$ cat src/rtl/core/atla_pkg.sv
// Shared types, constants and the arctangent table of the tilt angle unit.
package atla_pkg;

  localparam int SAMPLE_W = 16;
  localparam int SUM_W = 20;
  localparam int CFG_W = 5;
  localparam int MAX_SAMPLES = 16;
  localparam int CFG_RESET = 10;
  localparam int ANGLE_FRACTION_BITS = 8;
  localparam int FINE_BITS = 24;
  localparam int ROUND_SHIFT = FINE_BITS - ANGLE_FRACTION_BITS;
  localparam int CORDIC_STEPS = 28;
  localparam int WIDE_W = 58;
  localparam int ANGLE_W = 34;
  localparam int ROUND_W = ANGLE_W - ROUND_SHIFT;
  localparam int STEP_W = 5;
  localparam int ROLL_W = 17;
  localparam int PITCH_W = 16;

  typedef logic signed [SAMPLE_W-1:0] sample_t;
  typedef logic signed [SUM_W-1:0] sum_t;
  typedef logic signed [WIDE_W-1:0] wide_t;
  typedef logic signed [ANGLE_W-1:0] angle_t;
  typedef logic [STEP_W-1:0] step_t;
  typedef logic [ROLL_W-1:0] roll_t;
  typedef logic signed [PITCH_W-1:0] pitch_t;

  localparam angle_t DEG90_FINE = ANGLE_W'(90) <<< FINE_BITS;
  localparam step_t LAST_STEP = STEP_W'(CORDIC_STEPS - 1);

  typedef struct packed {
    logic  start;
    wide_t x;
    wide_t y;
  } cordic_req_t;

  typedef struct packed {
    logic   done;
    wide_t  mag;
    angle_t angle;
  } cordic_rsp_t;

  function automatic angle_t atan_entry(input step_t idx);
    angle_t val;
    unique case (idx)
      5'd0:    val = 34'sd754974720;
      5'd1:    val = 34'sd445687602;
      5'd2:    val = 34'sd235489088;
      5'd3:    val = 34'sd119537938;
      5'd4:    val = 34'sd60000934;
      5'd5:    val = 34'sd30029717;
      5'd6:    val = 34'sd15018523;
      5'd7:    val = 34'sd7509720;
      5'd8:    val = 34'sd3754917;
      5'd9:    val = 34'sd1877466;
      5'd10:   val = 34'sd938734;
      5'd11:   val = 34'sd469367;
      5'd12:   val = 34'sd234684;
      5'd13:   val = 34'sd117342;
      5'd14:   val = 34'sd58671;
      5'd15:   val = 34'sd29335;
      5'd16:   val = 34'sd14668;
      5'd17:   val = 34'sd7334;
      5'd18:   val = 34'sd3667;
      5'd19:   val = 34'sd1833;
      5'd20:   val = 34'sd917;
      5'd21:   val = 34'sd458;
      5'd22:   val = 34'sd229;
      5'd23:   val = 34'sd115;
      5'd24:   val = 34'sd57;
      5'd25:   val = 34'sd29;
      5'd26:   val = 34'sd14;
      5'd27:   val = 34'sd7;
      default: val = '0;
    endcase
    return val;
  endfunction

endpackage

$ cat src/rtl/core/atla_if.sv
// Request channel interfaces for accelerometer samples and tilt angle results.
interface atla_sample_if;
  logic               valid;
  logic               ready;
  atla_pkg::sample_t  accel_x;
  atla_pkg::sample_t  accel_y;
  atla_pkg::sample_t  accel_z;

  modport source (output valid, output accel_x, output accel_y, output accel_z, input ready);
  modport sink (input valid, input accel_x, input accel_y, input accel_z, output ready);
endinterface

interface atla_angle_if;
  logic             valid;
  logic             ready;
  atla_pkg::roll_t  roll_angle;
  atla_pkg::pitch_t pitch_angle;

  modport source (output valid, output roll_angle, output pitch_angle, input ready);
  modport sink (input valid, input roll_angle, input pitch_angle, output ready);
endinterface

$ cat src/rtl/core/accelerometer_block_tilt_angles_unit.sv
// Top level of the accelerometer block tilt angle unit.
// Each accepted sample is added to the block sums. The sample that completes a block starts
// the angle computation, and the unit is not ready until the output register is loaded: two
// 28-step vectoring passes of the single shared CORDIC stage, each with a state to load
// the pass and a wait for its result, a multiply state for the pitch input and a final
// state to load the output register. A pass that gets the zero vector hands over its result
// in the cycle after its load. The final state is held while an earlier result still waits in
// the output register. The result waits in an output register, and samples of the next
// block are accepted while it waits.
module accelerometer_block_tilt_angles_unit (
  input  logic                   clk_i,
  input  logic                   rst_ni,
  input  logic                   cfg_we_i,
  input  logic [atla_pkg::CFG_W-1:0] cfg_wdata_i,
  atla_sample_if.sink            sample_i,
  atla_angle_if.source           angle_o
);
  import atla_pkg::*;

  typedef enum logic [6:0] {
    ST_IDLE   = 7'b0000001,
    ST_START1 = 7'b0000010,
    ST_PASS1  = 7'b0000100,
    ST_MUL    = 7'b0001000,
    ST_START2 = 7'b0010000,
    ST_PASS2  = 7'b0100000,
    ST_FIN    = 7'b1000000
  } state_e;

  localparam logic signed [33:0] GAIN_Q = 34'sd7072781453;
  localparam logic signed [ROUND_W-1:0] ROLL_LIM = ROUND_W'(180 << ANGLE_FRACTION_BITS);
  localparam logic signed [ROUND_W-1:0] PITCH_LIM = ROUND_W'(90 << ANGLE_FRACTION_BITS);

  state_e             state_q, state_d;
  logic [CFG_W-1:0]   cfg_q;
  logic [CFG_W-1:0]   count_q, count_d;
  logic [CFG_W-1:0]   block;
  sum_t               sum_x_q, sum_x_d;
  sum_t               sum_y_q, sum_y_d;
  sum_t               sum_z_q, sum_z_d;
  wide_t              prod_q;
  logic signed [53:0] prod;
  angle_t             roll_z_q;
  logic               out_valid_q;
  roll_t              roll_q;
  pitch_t             pitch_q;
  logic               accept;
  logic               last_sample;
  logic               load_out;
  logic signed [SUM_W:0] neg_y;
  logic signed [SUM_W:0] neg_z;
  cordic_req_t        creq;
  cordic_rsp_t        crsp;
  logic signed [ROUND_W-1:0] roll_r;
  logic signed [ROUND_W-1:0] pitch_r;

  function automatic logic signed [ROUND_W-1:0] round_sat(input angle_t z,
                                                          input logic signed [ROUND_W-1:0] lim);
    angle_t t;
    logic signed [ROUND_W-1:0] r;
    t = z + (ANGLE_W'(1) <<< (ROUND_SHIFT - 1));
    r = t[ANGLE_W-1:ROUND_SHIFT];
    if (r > lim) begin
      r = lim;
    end else if (r < -lim) begin
      r = -lim;
    end
    return r;
  endfunction

  always_comb begin
    if (cfg_q == '0) begin
      block = CFG_W'(1);
    end else if (cfg_q > CFG_W'(MAX_SAMPLES)) begin
      block = CFG_W'(MAX_SAMPLES);
    end else begin
      block = cfg_q;
    end
  end

  assign sample_i.ready = (state_q == ST_IDLE);
  assign accept         = sample_i.valid && sample_i.ready;
  assign count_d        = count_q + 1'b1;
  assign last_sample    = (count_d >= block);

  assign sum_x_d = sum_x_q + {{(SUM_W-SAMPLE_W){sample_i.accel_x[SAMPLE_W-1]}}, sample_i.accel_x};
  assign sum_y_d = sum_y_q + {{(SUM_W-SAMPLE_W){sample_i.accel_y[SAMPLE_W-1]}}, sample_i.accel_y};
  assign sum_z_d = sum_z_q + {{(SUM_W-SAMPLE_W){sample_i.accel_z[SAMPLE_W-1]}}, sample_i.accel_z};

  assign neg_y = -{sum_y_q[SUM_W-1], sum_y_q};
  assign neg_z = -{sum_z_q[SUM_W-1], sum_z_q};
  assign prod  = sum_x_q * GAIN_Q;

  always_comb begin
    creq.start = (state_q == ST_START1) || (state_q == ST_START2);
    if (state_q == ST_START1) begin
      creq.x = {{(WIDE_W-SUM_W-33){neg_z[SUM_W]}}, neg_z, 32'd0};
      creq.y = {{(WIDE_W-SUM_W-33){neg_y[SUM_W]}}, neg_y, 32'd0};
    end else begin
      creq.x = crsp.mag;
      creq.y = prod_q;
    end
  end

  atla_cordic u_cordic (
    .clk_i  (clk_i),
    .rst_ni (rst_ni),
    .req_i  (creq),
    .rsp_o  (crsp)
  );

  assign roll_r   = round_sat(roll_z_q, ROLL_LIM) + ROLL_LIM;
  assign pitch_r  = round_sat(crsp.angle, PITCH_LIM);
  assign load_out = (state_q == ST_FIN) && (!out_valid_q || angle_o.ready);

  always_comb begin
    state_d = state_q;
    unique case (state_q)
      ST_IDLE: begin
        if (accept && last_sample) begin
          state_d = ST_START1;
        end
      end
      ST_START1: state_d = ST_PASS1;
      ST_PASS1: begin
        if (crsp.done) begin
          state_d = ST_MUL;
        end
      end
      ST_MUL:    state_d = ST_START2;
      ST_START2: state_d = ST_PASS2;
      ST_PASS2: begin
        if (crsp.done) begin
          state_d = ST_FIN;
        end
      end
      ST_FIN: begin
        if (load_out) begin
          state_d = ST_IDLE;
        end
      end
      default: state_d = ST_IDLE;
    endcase
  end

  always_ff @(posedge clk_i or negedge rst_ni) begin
    if (!rst_ni) begin
      state_q     <= ST_IDLE;
      cfg_q       <= CFG_W'(CFG_RESET);
      count_q     <= '0;
      sum_x_q     <= '0;
      sum_y_q     <= '0;
      sum_z_q     <= '0;
      out_valid_q <= 1'b0;
    end else begin
      state_q <= state_d;
      if (cfg_we_i) begin
        cfg_q <= cfg_wdata_i;
      end
      if (accept) begin
        sum_x_q <= sum_x_d;
        sum_y_q <= sum_y_d;
        sum_z_q <= sum_z_d;
        count_q <= last_sample ? '0 : count_d;
      end else if (state_q == ST_MUL) begin
        sum_x_q <= '0;
        sum_y_q <= '0;
        sum_z_q <= '0;
      end
      if (load_out) begin
        out_valid_q <= 1'b1;
      end else if (angle_o.ready) begin
        out_valid_q <= 1'b0;
      end
    end
  end

  always_ff @(posedge clk_i) begin
    if (state_q == ST_PASS1 && crsp.done) begin
      roll_z_q <= crsp.angle;
    end
    if (state_q == ST_MUL) begin
      prod_q <= WIDE_W'(prod);
    end
    if (load_out) begin
      roll_q  <= ROLL_W'(roll_r);
      pitch_q <= PITCH_W'(pitch_r);
    end
  end

  assign angle_o.valid       = out_valid_q;
  assign angle_o.roll_angle  = roll_q;
  assign angle_o.pitch_angle = pitch_q;

  a_count_range: assert property (@(posedge clk_i) disable iff (!rst_ni)
    count_q < CFG_W'(MAX_SAMPLES))
    else $error("Sample count reached the block limit without completing a block");

  a_sums_cleared: assert property (@(posedge clk_i) disable iff (!rst_ni)
    state_q == ST_MUL |=> sum_x_q == '0 && sum_y_q == '0 && sum_z_q == '0 && count_q == '0)
    else $error("Block sums were not cleared after the first pass");

  a_result_loaded: assert property (@(posedge clk_i) disable iff (!rst_ni)
    load_out |=> out_valid_q && state_q == ST_IDLE)
    else $error("Finished result was not presented");

endmodule

$ cat src/rtl/core/atla_cordic.sv
// Iterative CORDIC vectoring engine, one micro-rotation per clock cycle.
module atla_cordic (
  input  logic                  clk_i,
  input  logic                  rst_ni,
  input  atla_pkg::cordic_req_t req_i,
  output atla_pkg::cordic_rsp_t rsp_o
);
  import atla_pkg::*;

  wide_t  x_q, x_d;
  wide_t  y_q, y_d;
  angle_t z_q, z_d;
  step_t  step_q, step_d;
  logic   busy_q, busy_d;
  logic   done_q, done_d;
  wide_t  dx;
  wide_t  dy;

  always_comb begin
    x_d    = x_q;
    y_d    = y_q;
    z_d    = z_q;
    step_d = step_q;
    busy_d = busy_q;
    done_d = 1'b0;
    dx     = y_q >>> step_q;
    dy     = x_q >>> step_q;
    if (req_i.start) begin
      step_d = '0;
      if (req_i.x == '0 && req_i.y == '0) begin
        x_d    = '0;
        y_d    = '0;
        z_d    = '0;
        busy_d = 1'b0;
        done_d = 1'b1;
      end else begin
        busy_d = 1'b1;
        if (req_i.x < 0) begin
          if (req_i.y >= 0) begin
            x_d = req_i.y;
            y_d = -req_i.x;
            z_d = DEG90_FINE;
          end else begin
            x_d = -req_i.y;
            y_d = req_i.x;
            z_d = -DEG90_FINE;
          end
        end else begin
          x_d = req_i.x;
          y_d = req_i.y;
          z_d = '0;
        end
      end
    end else if (busy_q) begin
      if (!y_q[WIDE_W-1]) begin
        x_d = x_q + dx;
        y_d = y_q - dy;
        z_d = z_q + atan_entry(step_q);
      end else begin
        x_d = x_q - dx;
        y_d = y_q + dy;
        z_d = z_q - atan_entry(step_q);
      end
      if (step_q == LAST_STEP) begin
        busy_d = 1'b0;
        done_d = 1'b1;
      end else begin
        step_d = step_q + 1'b1;
      end
    end
  end

  always_ff @(posedge clk_i or negedge rst_ni) begin
    if (!rst_ni) begin
      step_q <= '0;
      busy_q <= 1'b0;
      done_q <= 1'b0;
    end else begin
      step_q <= step_d;
      busy_q <= busy_d;
      done_q <= done_d;
    end
  end

  always_ff @(posedge clk_i) begin
    x_q <= x_d;
    y_q <= y_d;
    z_q <= z_d;
  end

  assign rsp_o.done  = done_q;
  assign rsp_o.mag   = x_q;
  assign rsp_o.angle = z_q;

  a_step_range: assert property (@(posedge clk_i) disable iff (!rst_ni)
    busy_q |-> step_q <= LAST_STEP)
    else $error("CORDIC step index out of range");

  a_last_done: assert property (@(posedge clk_i) disable iff (!rst_ni)
    busy_q && !req_i.start && step_q == LAST_STEP |=> done_q && !busy_q)
    else $error("CORDIC pass did not finish after its last step");

  a_zero_vec: assert property (@(posedge clk_i) disable iff (!rst_ni)
    req_i.start && req_i.x == '0 && req_i.y == '0 |=> done_q && z_q == '0 && x_q == '0)
    else $error("Zero vector did not give a zero angle at once");

endmodule

$ cat src/flat_wrapper.sv
// flat-port wrapper written by rule: the top's interface ports become plain ports
module accelerometer_block_tilt_angles_unit_flat import atla_pkg::*;
  (clk_i, rst_ni, cfg_we_i, cfg_wdata_i, sample_i_valid, sample_i_accel_x, sample_i_accel_y, sample_i_accel_z, sample_i_ready, angle_o_valid, angle_o_roll_angle, angle_o_pitch_angle, angle_o_ready);
  atla_sample_if sample_i_i ();
  atla_angle_if angle_o_i ();
  input  logic clk_i;
  input  logic rst_ni;
  input  logic cfg_we_i;
  input  logic [atla_pkg::CFG_W-1:0] cfg_wdata_i;
  input wire logic [$bits(sample_i_i.valid)-1:0] sample_i_valid;
  input wire logic [$bits(sample_i_i.accel_x)-1:0] sample_i_accel_x;
  input wire logic [$bits(sample_i_i.accel_y)-1:0] sample_i_accel_y;
  input wire logic [$bits(sample_i_i.accel_z)-1:0] sample_i_accel_z;
  output wire logic [$bits(sample_i_i.ready)-1:0] sample_i_ready;
  output wire logic [$bits(angle_o_i.valid)-1:0] angle_o_valid;
  output wire logic [$bits(angle_o_i.roll_angle)-1:0] angle_o_roll_angle;
  output wire logic [$bits(angle_o_i.pitch_angle)-1:0] angle_o_pitch_angle;
  input wire logic [$bits(angle_o_i.ready)-1:0] angle_o_ready;
  assign sample_i_i.valid = sample_i_valid;
  assign sample_i_i.accel_x = sample_i_accel_x;
  assign sample_i_i.accel_y = sample_i_accel_y;
  assign sample_i_i.accel_z = sample_i_accel_z;
  assign sample_i_ready = sample_i_i.ready;
  assign angle_o_valid = angle_o_i.valid;
  assign angle_o_roll_angle = angle_o_i.roll_angle;
  assign angle_o_pitch_angle = angle_o_i.pitch_angle;
  assign angle_o_i.ready = angle_o_ready;
  accelerometer_block_tilt_angles_unit u_core (.clk_i(clk_i), .rst_ni(rst_ni), .cfg_we_i(cfg_we_i), .cfg_wdata_i(cfg_wdata_i), .sample_i(sample_i_i), .angle_o(angle_o_i));
endmodule
$ cat config.mk
export PLATFORM = sky130hd
export DESIGN_NAME = accelerometer_block_tilt_angles_unit_flat
export DESIGN_NICKNAME = d
export VERILOG_FILES = /design/src/rtl/core/atla_pkg.sv /design/src/rtl/core/atla_if.sv /design/src/rtl/core/accelerometer_block_tilt_angles_unit.sv /design/src/rtl/core/atla_cordic.sv /design/src/flat_wrapper.sv
export SDC_FILE = /design/constraint.sdc
export NUM_CORES = 2
export LEC_CHECK = 0
export BUFFER_PORTS_ARGS = -buffer_cell sky130_fd_sc_hd__buf_2
export CAP_MARGIN = 10
export CORE_MARGIN = 4
export CORE_UTILIZATION = 55
export CTS_CLUSTER_DIAMETER = 40
export CTS_CLUSTER_SIZE = 40
export DETAILED_ROUTE_END_ITERATION = 12
export PLACE_DENSITY = 0.79
export SYNTH_ARGS = -nofsm -noshare
export SYNTH_HDL_FRONTEND = slang
export SYNTH_SLANG_ARGS = --single-unit
$ cat constraint.sdc
create_clock -name clk_i -period 9 [get_ports clk_i]
set_input_delay 1.35 -clock clk_i [delete_from_list [all_inputs] [get_ports clk_i]]
set_output_delay 1.35 -clock clk_i [all_outputs]
set_load 0.05 [all_outputs]
# After elaboration in Yosys (flattened, before gate mapping)
# Memory sizes are Yosys's and may differ from the RTL's.
# Cells that the tools add are included.
# op_classes
add_sub_neg,18
multipliers,1
magnitude_cmp,8
eq_ne,13
shifts,2
n_mux,53
reduce_logical,17
# ops
op,count
$mux W58,12
$mux W34,12
$add A58 B58 Y58,2
$logic_not A58 Y1,2
$mux W116,1
$neg A58 Y58,2
$sshr A58 B5 Y58,2
$sub A58 B58 Y58,2
$mux W20,4
$add A34 B17 Y34 const B,2
$add A20 B20 Y20,3
$ge A58 B1 Y1 const B,1
$lt A58 B1 Y1 const B,1
$mul A20 B34 Y54 const B,1
$pmux W7 S7,1
$neg A21 Y21,2
$add A34 B34 Y34,1
$mux W17,2
$sub A34 B34 Y34,1
$mux W5,6
$mux W7,4
$gt A18 B16 Y1 const B,1
$gt A18 B17 Y1 const B,1
$lt A18 B16 Y1 const B,1
other kinds (25),45
# totals
register_bits,356
rom_bits,1920
output_inout_bits,35
wordCells,132
memories,2
# mem_list
memory,words,width,rd,rd_ports_with_merged_regs,wr,line_no,source
(no name shown),32,30,1,0,0,atla_pkg.sv:45,unique case (idx)
(no name shown),32,30,1,0,0,atla_pkg.sv:45,

# Depth between registers and ports, before layout
# An unclocked memory read counts as a cell.
# logic_depth
ltp_word,8
mapped_depth,35

# Hierarchy
# From an unflattened synthesis, not the netlist that was laid out.
# hier_totals
hier_cells,6301
area_unflattened_um2,54101.9
# by_module_without_submodules
mod,instances,cells_each,area_each_um2,seq_area_each_um2
atla_cordic,1,3951,31914.4,4679.5
accelerometer_block_tilt_angles_unit,1,2350,22187.5,5138.7

# Worst setup path after synthesis
# OpenSTA, ideal clock, no wires.
# synth_timing
path_kind,reg2reg
from,register u_core.u_cordic.step_q[2]
to,"register u_core.u_cordic.z_q[33], data pin"
t_arrival_ns,6.780
t_required_ns,8.732
setup_slack_ns,1.952
path_stages_with_launch,33
cell_sequence,dfrtp_1 > buf_4 > inv_2 > buf_1 > buf_1 > clkbuf_1 > buf_2 > clkbuf_1 > clkbuf_1 > ha_1 > nor2_1 > a311oi_1 > a21oi_1 > ha_1 > nand2_1 > nor3_1 > nand2_1 > nor3_1 > nor2_1 > xnor2_1 > ha_1 > a21o_1 > a21oi_1 > nor2b_1 > o41ai_1 > o21ai_0 > a31o_2 > or2_2 > clkbuf_1 > a211oi_1 > o31ai_1 > xnor2_1 > o21ai_0
# synth_via
elab_chain_len,8
word_cells_on_any_way,13
classes_between,add/sub (2); mux (9); memory (2)
# synth_rtl
item,line_no,source
from (decl),atla_cordic.sv:13,"step_t step_q, step_d;"
from (signal assigned),atla_cordic.sv:79,step_q <= step_d;
$mem_v2 Z32 W30,--,
$mux W34,atla_cordic.sv:55,if (!y_q[WIDE_W-1]) begin
$mux W34,atla_cordic.sv:54,end else if (busy_q) begin
$mux W34,atla_cordic.sv:28,if (req_i.start) begin
$add A34 B34 Y34 or $sub A34 B34 Y34 (tied branches),"atla_cordic.sv:58, atla_cordic.sv:62",
$mux W34 (*),atla_cordic.sv:55,
$mux W34 (*),atla_cordic.sv:54,
$mux W34 (*),atla_cordic.sv:28,
net u_core.u_cordic.z_d[33],atla_cordic.sv:12,"angle_t z_q, z_d;"
to (signal assigned),atla_cordic.sv:88,z_q <= z_d;
to (decl),atla_cordic.sv:12,
# Mark *: on every way through the listed nets, which the timed path passes. The rest lies on a longest branch. The select of a mux whose other input is x is not followed.
# A chain may end at the register's enable or synchronous reset.

# Final worst setup path
# layout_timing
from,register u_core.u_cordic.step_q[0]
to,"register u_core.u_cordic.x_q[56], data pin"
# layout_via
elab_chain_len,5
word_cells_on_any_way,6
classes_between,add/sub (2); shift (1); mux (3)
# layout_rtl
item,line_no,source
$sshr A58 B5 Y58 (*),atla_cordic.sv:26,dx = y_q >>> step_q;
$add A58 B58 Y58 or $sub A58 B58 Y58 (tied branches),"atla_cordic.sv:56, atla_cordic.sv:60",
$mux W58 (*),atla_cordic.sv:55,
$mux W58 (*),atla_cordic.sv:54,
$mux W58 (*),atla_cordic.sv:28,
net u_core.u_cordic.x_d[56],atla_cordic.sv:10,"wide_t x_q, x_d;"
to (signal assigned),atla_cordic.sv:86,x_q <= x_d;
to (decl),atla_cordic.sv:10,
# Marked as above.

==> impl_metrics.sql <==
INSERT INTO impl_metrics (metric_group, metric, value, unit) VALUES
('clock_tree', 'holdBufCountCts', '0', ''),
('hold_path', 'whs_endpoint', 'u_core.count_q[4]', ''),
('critical_path', 'r2r_setup_slack', '0.57', 'ns'),
('hold_path', 'min-delay-start', 'u_core.count_q[4]', ''),
('global_routing', 'grt_antenna_before_repair', '20', ''),
('critical_path', 'worst-endpoint-arrival', '8.82', 'ns'),
('die', 'total_number_of_placement_rows', '114', ''),
('logic_synthesis', 'yosys.area.top_type_share', '0.142', ''),
('logic_synthesis', 'yosys-top-cells-area', 'sky130_fd_sc_hd__edfxtp_1 14%, sky130_fd_sc_hd__ha_1 12%, sky130_fd_sc_hd__fa_1 7.0%', ''),
('logic_synthesis', 'synth_nets', '7140', ''),
('placement', 'place_area', '55800', 'um^2'),
('critical_path', 'cp_max_fo', '39', ''),
('logic_synthesis', 'seq_area_frac_synth', '0.182', ''),
('hold_path', 'worstHoldPathType', 'register to register', ''),
('route', 'via_per_inst', '7.07', ''),
('logic_synthesis', 'post_synth_num_cell_types', '106', ''),
('route', 'routed-wl-met2', '95500', 'um'),
('route', 'drtAntennaViolNets', '0', ''),
('logic_synthesis', 'synth_top_family_by_area', 'compound AO/OA/AOI/OAI gates', ''),
('timing', 'hold-worst-slack', '0.502', 'ns'),
('final_layout', 'drive_above_1_share', '0.111', ''),
('logic_synthesis', 'synth_area', '54100', 'um^2'),
('global_routing', 'pin_count_of_the_biggest_net_entering_global_routing', '140', ''),
('clock_tree', 'cts-buffers-inserted', '75', ''),
('flow_run', 'cap_violations', '0', ''),
('timing', 'max_slew.worst_pin.slew', '1.21', 'ns'),
('clock_tree', 'clkSlewWorstSetupHoldPaths', '0.06', 'ns'),
('logic_synthesis', 'yosys-mux-area-fraction', '0.114', ''),
('timing', 'timing_max_transition_violations_final', '0', ''),
('final_layout', 'flow.area_growth_from_synthesis', '7.96', '%'),
('route', 'top_layer_used', 'met5', ''),
('die', 'floorplan.die_area', '103000', 'um^2'),
('global_routing', 'first_global_vias', '51600', ''),
('logic_synthesis', 'commonest_cells_in_the_netlist', '507 x sky130_fd_sc_hd__a21oi_1, 502 x sky130_fd_sc_hd__ha_1, 499 x sky130_fd_sc_hd__nor2_1', ''),
('logic_synthesis', 'synth_top_flop_cell', 'sky130_fd_sc_hd__edfxtp_1', ''),
('critical_path', 'critPathCaptureType', 'register', ''),
('timing', 'setup_failing_eps_final', '0', ''),
('clock_tree', 'ctsHtreeMaxLevel', '3', ''),
('timing', 'report.final.hold_viol_count', '0', ''),
('placement', 'gp_routability_congestion', '1.05', ''),
('timing', 'worst_slew_margin_rel', '0.182', ''),
('route', 'drt_first_iter_violations', '7230', ''),
('clock_tree', 'worstSkewPairLatency', '0.65', 'ns'),
('timing', 'fin_tns_setup', '0', 'ns'),
('clock_tree', 'post_cts.repair.setup_buffers', '0', ''),
('hold_path', 'hold-path-cell-count', '2', ''),
('critical_path', 'worst-endpoint-required', '9.39', 'ns'),
('status', 'outcome', 'finished, final reports clean', ''),
('final_layout', 'nNetsFinal', '7077', ''),
('route', 'detail_route.first_pass.iterations', '8', ''),
('placement', 'dp_hpwl', '172000', 'um'),
('timing', 'fin_crit_sh', '0.937', ''),
('final_layout', 'nFillCells', '8501', ''),
('timing', 'max_freq', '0.119', 'GHz'),
('route', 'avgRoutedWirePerCell', '29.0', 'um'),
('logic_synthesis', 'yosys_warnings', '0', ''),
('logic_synthesis', 'synth_seq_cells', '341', ''),
('final_layout', 'finalInstanceArea', '58400', 'um^2'),
('logic_synthesis', 'synth-compound-area-share', '0.213', ''),
('die', 'pin_count', '93', ''),
('clock_tree', 'clock-sinks', '341', ''),
('global_routing', 'globalRouteTotalUtil', '0.417', ''),
('logic_synthesis', 'async_flop_share', '0.249', ''),
('critical_path', 'timing.critical_path.from', 'u_core.u_cordic.step_q[0]', ''),
('route', 'routed_wl', '222000', 'um'),
('die', 'start_util', '0.557', ''),
('timing', 'period_minus_ws_final', '8.43', 'ns'),
('placement', 'io_buffer_count', '92', ''),
('critical_path', 'r2r-start', 'u_core.u_cordic.step_q[0]', ''),
('clock_tree', 'ctsLongestPathBuffers', '3', ''),
('route', 'detailroute.wirelength.met3', '28200', 'um');
## worst max-delay path, cell delays in order (launching register included)
cell                       delay [ns]
sky130_fd_sc_hd__dfrtp_4         0.75
sky130_fd_sc_hd__buf_4           0.68
sky130_fd_sc_hd__mux4_2          0.65
sky130_fd_sc_hd__mux2i_1         0.30
sky130_fd_sc_hd__o22ai_1         0.18
sky130_fd_sc_hd__a211oi_1        0.48
sky130_fd_sc_hd__nand4_1         0.29
sky130_fd_sc_hd__nor4_2          0.74
sky130_fd_sc_hd__nand4_1         0.24
sky130_fd_sc_hd__nor2_1          0.18
sky130_fd_sc_hd__and2_1          0.19
sky130_fd_sc_hd__a41oi_1         0.15
sky130_fd_sc_hd__xor2_1          0.23
sky130_fd_sc_hd__ha_1            0.43
sky130_fd_sc_hd__nand2_1         0.07
sky130_fd_sc_hd__o21ai_0         0.25
sky130_fd_sc_hd__nand2_1         0.10
sky130_fd_sc_hd__a21oi_1         0.24
sky130_fd_sc_hd__o211ai_1        0.25
sky130_fd_sc_hd__or4_1           0.54
sky130_fd_sc_hd__o211ai_1        0.36
sky130_fd_sc_hd__nand2_1         0.21
sky130_fd_sc_hd__nor3_1          0.24
sky130_fd_sc_hd__nor4_1          0.07
sky130_fd_sc_hd__a2111o_1        0.31
## registers in the layout, summed over array words and instances (netlist names)
name                        count
u_core.u_cordic.x_q            58
u_core.u_cordic.y_q            58
u_core.prod_q                  54
u_core.u_cordic.z_q            34
u_core.sum_x_q                 20
u_core.sum_y_q                 20
u_core.sum_z_q                 20
u_core.roll_z_q                19
u_core.angle_o.roll_angle      17
u_core.angle_o.pitch_angle     16
u_core.state_q                  7
u_core.cfg_q                    5
u_core.count_q                  5
u_core.u_cordic.step_q          5
u_core.angle_o.valid            1
u_core.u_cordic.busy_q          1
u_core.u_cordic.done_q          1
## through the flow
| step | setup slack [ns] | instances |
|---|---|---|
| floorplan | 1.95 | 6392 |
| global placement | 0.971 | 7527 |
| detailed placement | 0.924 | 7527 |
| CTS | 0.913 | 7661 |
| global route | 0.0804 | 7663 |
| finish | 0.571 | 7675 |
## per-layer routing
metal,vias to the layer above,global-route usage
li1,23500,-
met4,4,0.239
met3,967,0.119
met5,-,0
met1,25900,0.533
met2,3793,0.635
## layout make-up
| class | instances | area, um^2 | area share |
|---|---|---|---|
| antenna | 13 | 32.5 | 0.000557 |
| clock buffer | 88 | 2030 | 0.0348 |
| multi-input combinational | 5229 | 41000 | 0.702 |
| inverter | 435 | 1630 | 0.0280 |
| sequential | 341 | 9840 | 0.168 |
| timing repair buffer | 247 | 1720 | 0.0295 |
| tap | 1276 | 1600 | 0.0273 |
| clock inverter | 46 | 569 | 0.00975 |
## kinds of logic after synthesis
logic type	count (synthesis)
AO/OA/AOI/OAI	1803
XOR/XNOR	492
adder cells (fa/ha/maj)	690
buffers and inverters	822
flip-flops	341
multiplexers	402
AND/OR/NAND/NOR	1842
## worst max path at each step
stage                              end  slack, ns  cells past startpoint
6_report       u_core.u_cordic.x_q[56]       0.57                     24
5_1_grt        u_core.u_cordic.x_q[56]       0.08                     24
4_1_cts        u_core.u_cordic.x_q[56]       0.91                     24
3_5_place_dp   u_core.u_cordic.x_q[56]       0.92                     24
3_3_place_gp   u_core.u_cordic.x_q[56]       0.97                     25
2_1_floorplan  u_core.u_cordic.z_q[33]       1.95                     32
## cells in the final DEF, fill, tap and decap left out, types with 17 or more instances in the layout
cell                        netlist  final
sky130_fd_sc_hd__a211oi_1        81     81
sky130_fd_sc_hd__a21o_1         126    125
sky130_fd_sc_hd__a21oi_1        507    504
sky130_fd_sc_hd__a221oi_1        17     17
sky130_fd_sc_hd__a22oi_1         34     34
sky130_fd_sc_hd__a31oi_1        106    106
sky130_fd_sc_hd__a32oi_1         27     27
sky130_fd_sc_hd__and2_1          55     55
sky130_fd_sc_hd__and3_1          62     61
sky130_fd_sc_hd__buf_2           57     92
sky130_fd_sc_hd__buf_4           21    147
sky130_fd_sc_hd__clkbuf_16        0     78
sky130_fd_sc_hd__dfrtp_1         82     77
sky130_fd_sc_hd__edfxtp_1       256    256
sky130_fd_sc_hd__fa_1           188    188
sky130_fd_sc_hd__ha_1           502    502
sky130_fd_sc_hd__inv_1          431    430
sky130_fd_sc_hd__mux2_2          89     89
sky130_fd_sc_hd__mux2i_1        148    148
sky130_fd_sc_hd__mux4_2         154    154
sky130_fd_sc_hd__nand2_1        494    493
sky130_fd_sc_hd__nand2b_1        55     53
sky130_fd_sc_hd__nand3_1        186    185
sky130_fd_sc_hd__nand4_1         64     64
sky130_fd_sc_hd__nor2_1         499    498
sky130_fd_sc_hd__nor2b_1         47     46
sky130_fd_sc_hd__nor3_1         166    165
sky130_fd_sc_hd__nor3b_1         18     18
sky130_fd_sc_hd__nor4_1          37     36
sky130_fd_sc_hd__o211ai_1        46     46
sky130_fd_sc_hd__o21a_1          39     39
sky130_fd_sc_hd__o21ai_0        363    363
sky130_fd_sc_hd__o21bai_1        40     40
sky130_fd_sc_hd__o22ai_1        137    137
sky130_fd_sc_hd__o31ai_1         37     37
sky130_fd_sc_hd__or2_2           30     30
sky130_fd_sc_hd__or3_1           46     46
sky130_fd_sc_hd__or4_1           18     18
sky130_fd_sc_hd__xnor2_1        266    266
sky130_fd_sc_hd__xor2_1         226    226
Power is left out: the tool's default activity adds up to more than one toggle a clock period on the data nets, which glitch-free logic cannot reach.
